[src/sv/roulette_wheel_select_defines.svh]
// Assertion macros shared by the roulette wheel select RTL.
`ifndef ROULETTE_WHEEL_SELECT_DEFINES_SVH
`define ROULETTE_WHEEL_SELECT_DEFINES_SVH

`ifndef SYNTH
// Property checked on every clock edge outside reset.
`define RWS_ASSERT(lbl, prop) \
  lbl: assert property (@(posedge clk_i) disable iff (!rst_ni) (prop)) \
    else $error("rws assertion failed");
// Implication checked on every clock edge outside reset.
`define RWS_ASSERT_IMP(lbl, ante, cons) \
  lbl: assert property (@(posedge clk_i) disable iff (!rst_ni) (ante) |-> (cons)) \
    else $error("rws implication failed");
// Consequence checked in the cycle after the antecedent.
`define RWS_ASSERT_NEXT(lbl, ante, cons) \
  lbl: assert property (@(posedge clk_i) disable iff (!rst_ni) (ante) |=> (cons)) \
    else $error("rws next-cycle check failed");
`else
`define RWS_ASSERT(lbl, prop)
`define RWS_ASSERT_IMP(lbl, ante, cons)
`define RWS_ASSERT_NEXT(lbl, ante, cons)
`endif

`endif

[src/sv/rws_pkg.sv]
// Shared widths and parameter defaults for the roulette wheel select block.
package rws_pkg;

  localparam int unsigned OP_W        = 1;
  localparam int unsigned INDEX_W     = 6;
  localparam int unsigned WEIGHT_IN_W = 16;
  localparam int unsigned TOTAL_W     = 22;
  localparam int unsigned FRAC_W      = 16;
  localparam int unsigned COUNT_W     = 7;

  localparam int unsigned MAX_ENTRIES_DEF   = 64;
  localparam int unsigned WEIGHT_BITS_DEF   = 16;
  localparam int unsigned FRACTION_BITS_DEF = 16;

  localparam logic [OP_W-1:0] OP_WRITE  = 1'b0;
  localparam logic [OP_W-1:0] OP_SELECT = 1'b1;

endpackage

[src/sv/rws_weight_mem.sv]
// Weight table: single write port, single registered read port.
module rws_weight_mem #(
  parameter int unsigned DEPTH  = 64,
  parameter int unsigned ADDR_W = 6,
  parameter int unsigned DATA_W = 16
) (
  input  logic              clk_i,
  input  logic              we_i,
  input  logic [ADDR_W-1:0] waddr_i,
  input  logic [DATA_W-1:0] wdata_i,
  input  logic              re_i,
  input  logic [ADDR_W-1:0] raddr_i,
  output logic [DATA_W-1:0] rdata_o
);

  logic [DATA_W-1:0] mem_q [DEPTH];
  logic [DATA_W-1:0] rdata_q;

  always_ff @(posedge clk_i) begin
    if (we_i) begin
      mem_q[waddr_i] <= wdata_i;
    end
  end

  always_ff @(posedge clk_i) begin
    if (re_i) begin
      rdata_q <= mem_q[raddr_i];
    end
  end

  assign rdata_o = rdata_q;

endmodule

[src/sv/rws_scale.sv]
// Two-stage scaling: threshold = ceil(total * frac) and fallback index.
module rws_scale #(
  parameter int unsigned N_W           = 7,
  parameter int unsigned FRACTION_BITS = 16
) (
  input  logic                          clk_i,
  input  logic                          rst_ni,
  input  logic                          start_i,
  input  logic [rws_pkg::TOTAL_W-1:0]   total_i,
  input  logic [rws_pkg::FRAC_W-1:0]    frac_i,
  input  logic [rws_pkg::FRAC_W-1:0]    fallback_i,
  input  logic [N_W-1:0]                count_i,
  output logic                          valid_o,
  output logic [rws_pkg::TOTAL_W+rws_pkg::FRAC_W-FRACTION_BITS:0] thr_o,
  output logic [rws_pkg::INDEX_W-1:0]   fb_index_o
);
  import rws_pkg::*;

  localparam int unsigned PROD_W  = TOTAL_W + FRAC_W;
  localparam int unsigned THR_W   = PROD_W + 1 - FRACTION_BITS;
  localparam int unsigned FPROD_W = N_W + FRAC_W;
  localparam int unsigned FEXT_W  = (FPROD_W > FRACTION_BITS + INDEX_W) ?
                                    FPROD_W : FRACTION_BITS + INDEX_W;

  logic                 v1_q, v2_q;
  logic [PROD_W-1:0]    prod_q;
  logic [FPROD_W-1:0]   fprod_q;
  logic [PROD_W:0]      rounded;
  logic [FEXT_W-1:0]    fprod_ext;
  logic [THR_W-1:0]     thr_q;
  logic [INDEX_W-1:0]   fb_q;

  always_ff @(posedge clk_i or negedge rst_ni) begin
    if (!rst_ni) begin
      v1_q <= 1'b0;
      v2_q <= 1'b0;
    end else begin
      v1_q <= start_i;
      v2_q <= v1_q;
    end
  end

  // round up: add all-ones below the binary point before the shift
  assign rounded   = {1'b0, prod_q} + {{(PROD_W + 1 - FRACTION_BITS){1'b0}},
                                       {FRACTION_BITS{1'b1}}};
  assign fprod_ext = FEXT_W'(fprod_q);

  always_ff @(posedge clk_i) begin
    if (start_i) begin
      prod_q  <= PROD_W'(total_i) * PROD_W'(frac_i);
      fprod_q <= FPROD_W'(count_i) * FPROD_W'(fallback_i);
    end
    if (v1_q) begin
      thr_q <= rounded[PROD_W:FRACTION_BITS];
      fb_q  <= fprod_ext[FRACTION_BITS+INDEX_W-1:FRACTION_BITS];
    end
  end

  assign valid_o    = v2_q;
  assign thr_o      = thr_q;
  assign fb_index_o = fb_q;

endmodule

[src/sv/roulette_wheel_select.sv]
// Roulette wheel select top level: command port, walk sequencer, weight table.
//
//  port group      dir   handshake             words
//  command         in    start / busy          operation, entry_index, weight, totals, fractions
//  result          out   done_o strobe         chosen_index
//  config          in    cfg_we_i              entries_in_use
//
// A write word is accepted while idle and busy stays low; the next word may follow at once.
// A select runs the scale stage and then the walk, which reads at most MAX_ENTRIES weights,
// one weight per cycle, from the single read port of the table.
// Reset clears the sequencer and entries_in_use; table contents are undefined until written.
// The result is a one-cycle strobe that cannot be stalled.
`include "roulette_wheel_select_defines.svh"

module roulette_wheel_select #(
  parameter int unsigned MAX_ENTRIES   = rws_pkg::MAX_ENTRIES_DEF,
  parameter int unsigned WEIGHT_BITS   = rws_pkg::WEIGHT_BITS_DEF,
  parameter int unsigned FRACTION_BITS = rws_pkg::FRACTION_BITS_DEF
) (
  input  logic                            clk_i,
  input  logic                            rst_ni,
  input  logic                            start,
  output logic                            busy,
  input  logic [rws_pkg::OP_W-1:0]        operation_i,
  input  logic [rws_pkg::INDEX_W-1:0]     entry_index_i,
  input  logic [rws_pkg::WEIGHT_IN_W-1:0] weight_value_i,
  input  logic [rws_pkg::TOTAL_W-1:0]     total_weight_i,
  input  logic [rws_pkg::FRAC_W-1:0]      random_fraction_i,
  input  logic [rws_pkg::FRAC_W-1:0]      fallback_fraction_i,
  input  logic                            cfg_we_i,
  input  logic [rws_pkg::COUNT_W-1:0]     cfg_wdata_i,
  output logic                            done_o,
  output logic [rws_pkg::INDEX_W-1:0]     chosen_index_o
);
  import rws_pkg::*;

  localparam int unsigned ADDR_W = $clog2(MAX_ENTRIES);
  localparam int unsigned N_W    = $clog2(MAX_ENTRIES + 1);
  localparam int unsigned THR_W  = TOTAL_W + FRAC_W + 1 - FRACTION_BITS;
  localparam int unsigned SUM_W  = WEIGHT_BITS + N_W;
  localparam int unsigned CMP_W  = (THR_W > SUM_W) ? THR_W : SUM_W;
  localparam int unsigned IDX_W  = (N_W > INDEX_W) ? N_W : INDEX_W;
  localparam int unsigned NC_W   = (N_W > COUNT_W) ? N_W : COUNT_W;

  typedef enum logic [1:0] {
    ST_IDLE,
    ST_SCALE,
    ST_WALK
  } state_e;

  state_e              state_q, state_d;
  logic [COUNT_W-1:0]  entries_q;
  logic [N_W-1:0]      count_q, count_d;
  logic [N_W-1:0]      idx_q, idx_d;
  logic [SUM_W-1:0]    sum_q, sum_d;
  logic                pend_q, pend_d;
  logic                done_q, done_d;
  logic [INDEX_W-1:0]  chosen_q, chosen_d;

  logic                accept, wr_accept, sel_accept;
  logic [NC_W-1:0]     entries_ext;
  logic [N_W-1:0]      count_clamped;
  logic [IDX_W-1:0]    wr_idx_ext;
  logic                wr_en;
  logic                scale_valid;
  logic [THR_W-1:0]    thr;
  logic [INDEX_W-1:0]  fb_index;
  logic [WEIGHT_BITS-1:0] rdata;
  logic [SUM_W-1:0]    sum_eff;
  logic                cont, rd_en;
  logic [IDX_W-1:0]    last_idx;

  assign busy       = (state_q != ST_IDLE);
  assign accept     = start && !busy;
  assign wr_accept  = accept && (operation_i == OP_WRITE);
  assign sel_accept = accept && (operation_i == OP_SELECT);

  // entries_in_use saturates at the table depth
  assign entries_ext   = NC_W'(entries_q);
  assign count_clamped = (entries_ext > NC_W'(MAX_ENTRIES)) ? N_W'(MAX_ENTRIES)
                                                            : N_W'(entries_ext);

  assign wr_idx_ext = IDX_W'(entry_index_i);
  assign wr_en      = wr_accept && (wr_idx_ext < IDX_W'(MAX_ENTRIES));

  always_ff @(posedge clk_i or negedge rst_ni) begin
    if (!rst_ni) begin
      entries_q <= '0;
    end else if (cfg_we_i) begin
      entries_q <= cfg_wdata_i;
    end
  end

  rws_scale #(
    .N_W           (N_W),
    .FRACTION_BITS (FRACTION_BITS)
  ) u_scale (
    .clk_i      (clk_i),
    .rst_ni     (rst_ni),
    .start_i    (sel_accept),
    .total_i    (total_weight_i),
    .frac_i     (random_fraction_i),
    .fallback_i (fallback_fraction_i),
    .count_i    (count_clamped),
    .valid_o    (scale_valid),
    .thr_o      (thr),
    .fb_index_o (fb_index)
  );

  // weight read last cycle is folded in before the compare
  assign sum_eff  = sum_q + (pend_q ? SUM_W'(rdata) : '0);
  assign cont     = (idx_q < count_q) && (CMP_W'(sum_eff) < CMP_W'(thr));
  assign rd_en    = (state_q == ST_WALK) && cont;
  assign last_idx = IDX_W'(idx_q - N_W'(1));

  rws_weight_mem #(
    .DEPTH  (MAX_ENTRIES),
    .ADDR_W (ADDR_W),
    .DATA_W (WEIGHT_BITS)
  ) u_mem (
    .clk_i   (clk_i),
    .we_i    (wr_en),
    .waddr_i (wr_idx_ext[ADDR_W-1:0]),
    .wdata_i (WEIGHT_BITS'(weight_value_i)),
    .re_i    (rd_en),
    .raddr_i (idx_q[ADDR_W-1:0]),
    .rdata_o (rdata)
  );

  always_comb begin
    state_d  = state_q;
    count_d  = count_q;
    idx_d    = idx_q;
    sum_d    = sum_q;
    pend_d   = pend_q;
    done_d   = 1'b0;
    chosen_d = chosen_q;
    case (state_q)
      ST_IDLE: begin
        if (sel_accept) begin
          count_d = count_clamped;
          state_d = ST_SCALE;
        end
      end
      ST_SCALE: begin
        if (scale_valid) begin
          idx_d   = '0;
          sum_d   = '0;
          pend_d  = 1'b0;
          state_d = ST_WALK;
        end
      end
      ST_WALK: begin
        sum_d = sum_eff;
        if (cont) begin
          idx_d  = idx_q + N_W'(1);
          pend_d = 1'b1;
        end else begin
          pend_d   = 1'b0;
          done_d   = 1'b1;
          chosen_d = (idx_q == '0) ? fb_index : last_idx[INDEX_W-1:0];
          state_d  = ST_IDLE;
        end
      end
      default: state_d = ST_IDLE;
    endcase
  end

  always_ff @(posedge clk_i or negedge rst_ni) begin
    if (!rst_ni) begin
      state_q  <= ST_IDLE;
      count_q  <= '0;
      idx_q    <= '0;
      sum_q    <= '0;
      pend_q   <= 1'b0;
      done_q   <= 1'b0;
      chosen_q <= '0;
    end else begin
      state_q  <= state_d;
      count_q  <= count_d;
      idx_q    <= idx_d;
      sum_q    <= sum_d;
      pend_q   <= pend_d;
      done_q   <= done_d;
      chosen_q <= chosen_d;
    end
  end

  assign done_o         = done_q;
  assign chosen_index_o = chosen_q;

  `RWS_ASSERT_IMP(a_done_idle, done_o, !busy)
  `RWS_ASSERT_IMP(a_done_after_busy, done_o, $past(busy))
  `RWS_ASSERT_NEXT(a_select_busy, sel_accept, busy)
  `RWS_ASSERT_IMP(a_idx_bound, state_q == ST_WALK, idx_q <= count_q)
  `RWS_ASSERT_IMP(a_no_write_busy, wr_en, !busy)

endmodule
[config.mk]
export PLATFORM = sky130hd
export DESIGN_NAME = roulette_wheel_select
export DESIGN_NICKNAME = d
export VERILOG_FILES = /design/src/sv/rws_pkg.sv /design/src/sv/rws_weight_mem.sv /design/src/sv/rws_scale.sv /design/src/sv/roulette_wheel_select.sv
export VERILOG_INCLUDE_DIRS = /design/src /design/src/sv
export SDC_FILE = /design/constraint.sdc
export NUM_CORES = 2
export LEC_CHECK = 0
export BUFFER_PORTS_ARGS = -buffer_cell sky130_fd_sc_hd__buf_2
export CAP_MARGIN = 20
export CORE_UTILIZATION = 39
export DETAILED_ROUTE_END_ITERATION = 6
export HOLD_SLACK_MARGIN = 0.12
export PLACE_DENSITY = 0.51
export REMOVE_ABC_BUFFERS = 1
export SLEW_MARGIN = 10
export SYNTH_ARGS = -nofsm -noshare
export SYNTH_HDL_FRONTEND = slang
export SYNTH_SLANG_ARGS = --single-unit
[constraint.sdc]
create_clock -name clk_i -period 15.1 [get_ports clk_i]
set_clock_uncertainty 0.05 [all_clocks]
set_input_delay 0.755 -clock clk_i [delete_from_list [all_inputs] [get_ports clk_i]]
set_output_delay 0.755 -clock clk_i [all_outputs]
set_load 0.1 [all_outputs]
### After elaboration in Yosys (flattened, before gate mapping)

Memory sizes are Yosys's and may differ from the RTL's. A register that Yosys moved wholly into a read port is not among the register bits.
Cells that the tools add are included.

| operators by class | value |
|---|---|
| bitwise gates (word level) | 2 |
| muxes and demuxes | 19 |
| order comparisons | 4 |
| reduce and logical (&&, ||, !) cells | 16 |
| $add $sub $neg | 4 |
| multipliers | 2 |
| eq/ne operators | 6 |

Operators by type and width:

| cell | count |
|---|---|
| $pmux W23 S2 | 1 |
| $add A38 B16 Y39 const B | 1 |
| $mul A22 B16 Y38 | 1 |
| $add A23 B16 Y23 | 1 |
| $lt A23 B23 Y1 | 1 |
| $mux W23 | 1 |
| $mul A7 B16 Y22 | 1 |
| $mux W7 | 3 |
| $mux W16 | 1 |
| $pmux W7 S2 | 1 |
| $add A7 B1 Y7 const B | 1 |
| $gt A7 B7 Y1 const B | 1 |
| $logic_not A7 Y1 | 1 |
| $lt A6 B7 Y1 const B | 1 |
| $lt A7 B7 Y1 | 1 |
| $logic_and A1 B1 Y1 | 6 |
| $mux W1 | 6 |
| $mux W2 | 3 |
| $mux W6 | 1 |
| $pmux W2 S3 | 1 |
| $reduce_and A2 Y1 | 3 |
| $reduce_and A3 Y1 | 2 |
| $sub A6 B1 Y6 const B | 1 |
| $ne A2 B1 Y1 const B | 2 |
| other kinds (8) | 11 |

| word-level totals | value |
|---|---|
| flip-flop bits (word level) | 145 |
| bits in writable memories | 1024 |
| output and inout bits | 8 |
| input port bits | 88 |
| memories | 1 |

Memories:

| memory | words | width | rd ports | clocked after memory_dff | wr ports | line | text |
|---|---|---|---|---|---|---|---|
| u_mem.mem_q | 64 | 16 | 1 | 1 | 1 | rws_weight_mem.sv:16 | `logic [DATA_W-1:0] mem_q [DEPTH];` |

### Logic depth before layout (Yosys ltp)

| depth | value |
|---|---|
| depth in word-level cells | 7 |
| depth in mapped cells | 24 |

### Modules after synthesis

From an unflattened synthesis, not the netlist that was laid out.

| unflattened totals | value |
|---|---|
| cell total of the unflattened synthesis | 4083 |
| area total of the unflattened synthesis | 61305.0 µm² |

Modules (own cells, without submodules):

| module | instances | cells each | area an instance (µm²) |
|---|---|---|---|
| rws_weight_mem | 1 | 1829 | 40202.3 |
| rws_scale | 1 | 1799 | 17027.6 |
| roulette_wheel_select | 1 | 455 | 4075.2 |

### Worst setup path before layout

Ideal clock, no wire load.

| path | value |
|---|---|
| path kind | input port to flip-flop |
| start point | in random_fraction_i[1] in the netlist's numbering |
| end point | reg u_scale.prod_q[36] (data pin) |
| data arrival time | 6.312 ns |
| path buffers | 2 |
| stages on the path | 24 |
| path slack | 8.479 ns |
| cells stage by stage | clkbuf_1 -> nand2_1 -> fa_1 -> inv_1 -> fa_1 -> inv_1 -> fa_1 -> inv_1 -> fa_1 -> fa_1 -> inv_1 -> fa_1 -> inv_1 -> ha_1 -> buf_2 -> nand4_1 -> nor2_1 -> inv_1 -> o31ai_1 -> a31oi_1 -> a21oi_1 -> o41a_1 -> nor4bb_1 -> a211o_1 |

| between the ends | value |
|---|---|
| word-level cells in the longest chain between the ends | 1 |

RTL lines:

| element | line | text |
|---|---|---|
| start: declaration | roulette_wheel_select.sv:28 | `input logic [rws_pkg::FRAC_W-1:0] random_fraction_i,` |
| $mul A22 B16 Y38 | rws_scale.sv:50 | `prod_q <= PROD_W'(total_i) * PROD_W'(frac_i);` |
| end signal: assignment | rws_scale.sv:50 |  |
| end: declaration | rws_scale.sv:26 | `logic [PROD_W-1:0] prod_q;` |

No other way between the ends.
A chain may end at the register's enable or synchronous reset.

### Worst setup path after layout

Ends and elaborated chain as after synthesis.

==> metrics.md <==
| Metric | Value |
|---|---|
| Outcome | `complete, no violations` |
| TNS Setup | `0 ns` |
| Syn_area_per_cell | `15.8 µm²` |
| Top Ports | `96` |
| Register bit total from synthesis | `1169` |
| Inserted Clock Buffers | `121` |
| CP Launch Type | `input pin` |
| Fillers | `13700` |
| Clk root buf | `clkbuf_16` |
| GRT overflow | `0` |
| Die Span Y | `396 µm` |
| WL per Instance | `23.8 µm` |
| Final period util | `45.8%` |
| DP Cell Count | `5898` |
| Mapped cell area | `60400 µm²` |
| Clock Latency Late Sink | `0.75 ns` |
| Yosys top cell by area | `edfxtp_1` |
| Yosys top cell area share | `55.3%` |
| TritonCTS clock tree | `built` |
| Total of max-cap violations | `0` |
| Met3 WL | `5820 µm` |
| Area occupied by multi-input gates | `23400 µm²` |
| Ys Warns | `0` |
| Maximum clock path buffer count | `3` |
| First-pass detailed-route iteration total | `5` |
| Synth area leaders | `edfxtp_1 55%, mux4_2 12%, fa_1 11%` |
| Reg2reg start | `pend_q` |
| Cts repair resizes | `0` |
| R2R cell count | `23` |
| Layout cells sized above 1 | `19.1%` |
| Pre-CTS setup slack | `7.51 ns` |
| CP Max Fanout | `22` |
| Seq/Total Area, Yosys | `57.6%` |
| Crit path kind | `input pin to flop` |
| Number of global-route vias before repair | `34100` |
| PwrDens | `158 nW/µm²` |
| DR vias/cell | `5.22` |
| Rel. slew slack | `33.5%` |
| Largest net degree at the start of global routing | `119` |
| Maximum vdd drop | `0.226 mV` |
| Initial DRC Count | `2554` |
| Unrepaired setup endpoints after global routing | `no` |
| # rows | `144` |
| Detailed-route DRC error count | `0` |
| Hold Crit Class | `input pin to flop` |
| Post-synth top flop | `edfxtp_1` |
| H-tree Lvls | `3` |
| Area grow syn2layout | `12.0%` |
| Most frequent cells in the layout | `1113 x edfxtp_1, 440 x inv_1, 374 x nand2_1` |
| CP endpoint | `u_scale.prod_q[36]` |
| Met2 wire length | `72000 µm` |
| Final GP Congestion | `0.804` |
| Num Clock Sinks | `1169` |
| Number of port buffers | `95` |
| FF+latch area | `34800 µm²` |
| Flop2flop setup slack | `9.12 ns` |
| Die width | `396 µm` |
| Vias after detailed routing | `32000` |
| Initial core utilization | `39.2%` |
| Top Layer Used | `met5` |
| First-pass GRT wire length | `222000 µm` |
| Final Slew Violations | `0` |
| Cells after Synth | `3828` |
| Asr flop ratio synth | `4.79%` |
| Final setup margin | `8.19 ns` |
| WL final | `146000 µm` |
| Worst path required time | `15.48 ns` |
| Worst Hold Depth | `2` |
| Crit path DAT | `7.29 ns` |
| Netlist cell types | `70` |
| Non-filler instance count after layout | `6134` |
| Lkg Pwr | `24.6 nW` |
| Most common cell after layout, fill and taps aside | `edfxtp_1` |
| CP Launch Point | `random_fraction_i[1]` |
| Tightest Pin Transition | `0.998 ns` |
| Gr usage total | `19.0%` |
| Core utilization of the finished layout | `43.9%` |
| Clk slew on worst S/H paths | `0.06 ns` |
| Post-DRT Antenna Nets | `0` |
| DIE AREA | `157000 µm²` |
| Worst reg2reg endpoint | `idx_q[4]` |
| Core ar. | `154000 µm²` |
| Fmax achieved | `145 MHz` |
| Number of antenna violations at the first check in global routing | `16` |
| Final Critical Period | `6.91 ns` |
| Metal-1 WL | `65700 µm` |
| EDFF count, synth | `1113` |
| Endpoints failing setup | `0` |
| Nets | `4611` |
| Crit end category | `flop` |
| Final Hold Vio Count | `0` |
| HPWL Detailed | `92300 µm` |
==> layout make-up <==
class / instances / area share (%)
tap: 2044 / 3.78
inverter: 442 / 2.45
antenna: 6 / 0.0222
timing repair buffer: 202 / 2.04
clock buffer: 154 / 4.70
multi-input combinational: 2047 / 34.6
clock inverter: 70 / 0.947
sequential: 1169 / 51.5
==> logic make-up after synthesis <==
family	after synthesis	share of synthesized area [%]
flip-flops	1169	57.6
AND/OR/NAND/NOR	812	6.36
buffers and inverters	612	3.94
adder cells (fa/ha/maj)	540	15.5
multiplexers	364	12.7
AO/OA/AOI/OAI	243	2.63
XOR/XNOR	88	1.28
==> cells in the mapped netlist, types with 6 or more instances <==
master	instances
a211oi_1	14
a21o_1	34
a21oi_1	81
a31oi_1	9
and2_1	205
and3_1	12
buf_1	23
buf_2	28
buf_4	11
clkbuf_1	107
dfrtp_1	56
edfxtp_1	1113
fa_1	346
ha_1	194
inv_1	441
mux2_2	20
mux2i_1	23
mux4_2	321
nand2_1	374
nand2b_1	11
nand3_1	33
nand4_1	19
nor2_1	111
nor2b_1	18
nor3_1	6
o211ai_1	6
o21a_1	7
o21ai_0	26
o21ai_1	9
o21bai_1	10
o22ai_1	6
xnor2_1	57
xor2_1	31
==> routing by layer <==
metal	vias up	global-route usage, %
met3	160	2.49
met4	8	3.60
li1	14200	-
met5	-	0
met1	17100	26.7
met2	621	31.9
==> worst min path at each step <==
stage,start,slack (ns),end
4_1_cts,cfg_wdata_i[6],0.14,entries_ext[6]
6_report,cfg_wdata_i[6],0.21,entries_ext[6]
3_5_place_dp,u_scale.fprod_ext[17],0.36,u_scale.fb_index_o[1]
2_1_floorplan,u_scale.fprod_ext[16],0.35,u_scale.fb_index_o[0]
3_3_place_gp,u_scale.fprod_ext[21],0.36,u_scale.fb_index_o[5]
5_1_grt,cfg_wdata_i[6],0.16,entries_ext[6]
==> registers in the layout, indices dropped and copies added (netlist names) <==
register            count
chosen_index_o          6
u_scale.fprod_ext       6
done_o                  1
pend_q                  1
count_q                 7
entries_ext             7
u_mem.mem_q          1024
u_scale.valid_o         1
state_q                 2
u_mem.rdata_o          16
u_scale.thr_o          23
idx_q                   7
u_scale.fb_index_o      6
u_scale.prod_q         38
sum_q                  23
u_scale.v1_q            1
==> power by group <==
part	switching [W]	internal, W
clock network	0.00125	0.00163
logic	0.00240	0.00166
registers	0.00000328	0.00375
total	0.00365	0.00704
==> timing repair <==
item,CTS,global route
setup buffers,0,0
hold buffers,1,0
hold endpoints to repair,14,0
==> worst max-delay path: stages <==
cell	delay (ns)
buf_2	0.37
nand2_1	0.15
fa_1	0.55
inv_1	0.06
fa_1	0.54
inv_1	0.06
fa_1	0.50
inv_1	0.06
fa_1	0.50
fa_1	0.50
inv_1	0.05
fa_1	0.48
inv_1	0.05
ha_1	0.43
nand4_1	0.16
nor2_1	0.20
inv_1	0.06
o31ai_1	0.67
a31oi_1	0.23
a21oi_1	0.33
o41a_1	0.23
nor4bb_1	0.08
a211o_1	0.26
==> metrics by stage <==
stage | instance area, µm² | hold WS (ns) | power [W]
after global routing | 67700 | 0.158 | 0.0115
final | 67700 | 0.209 | 0.0107
after floorplan | 59700 | 0.350 | 0.00681
after global placement | 63700 | 0.358 | 0.00795
after CTS | 67600 | 0.142 | 0.0109
after detailed placement | 63700 | 0.363 | 0.00792
Power figures use the tool's default switching activity.
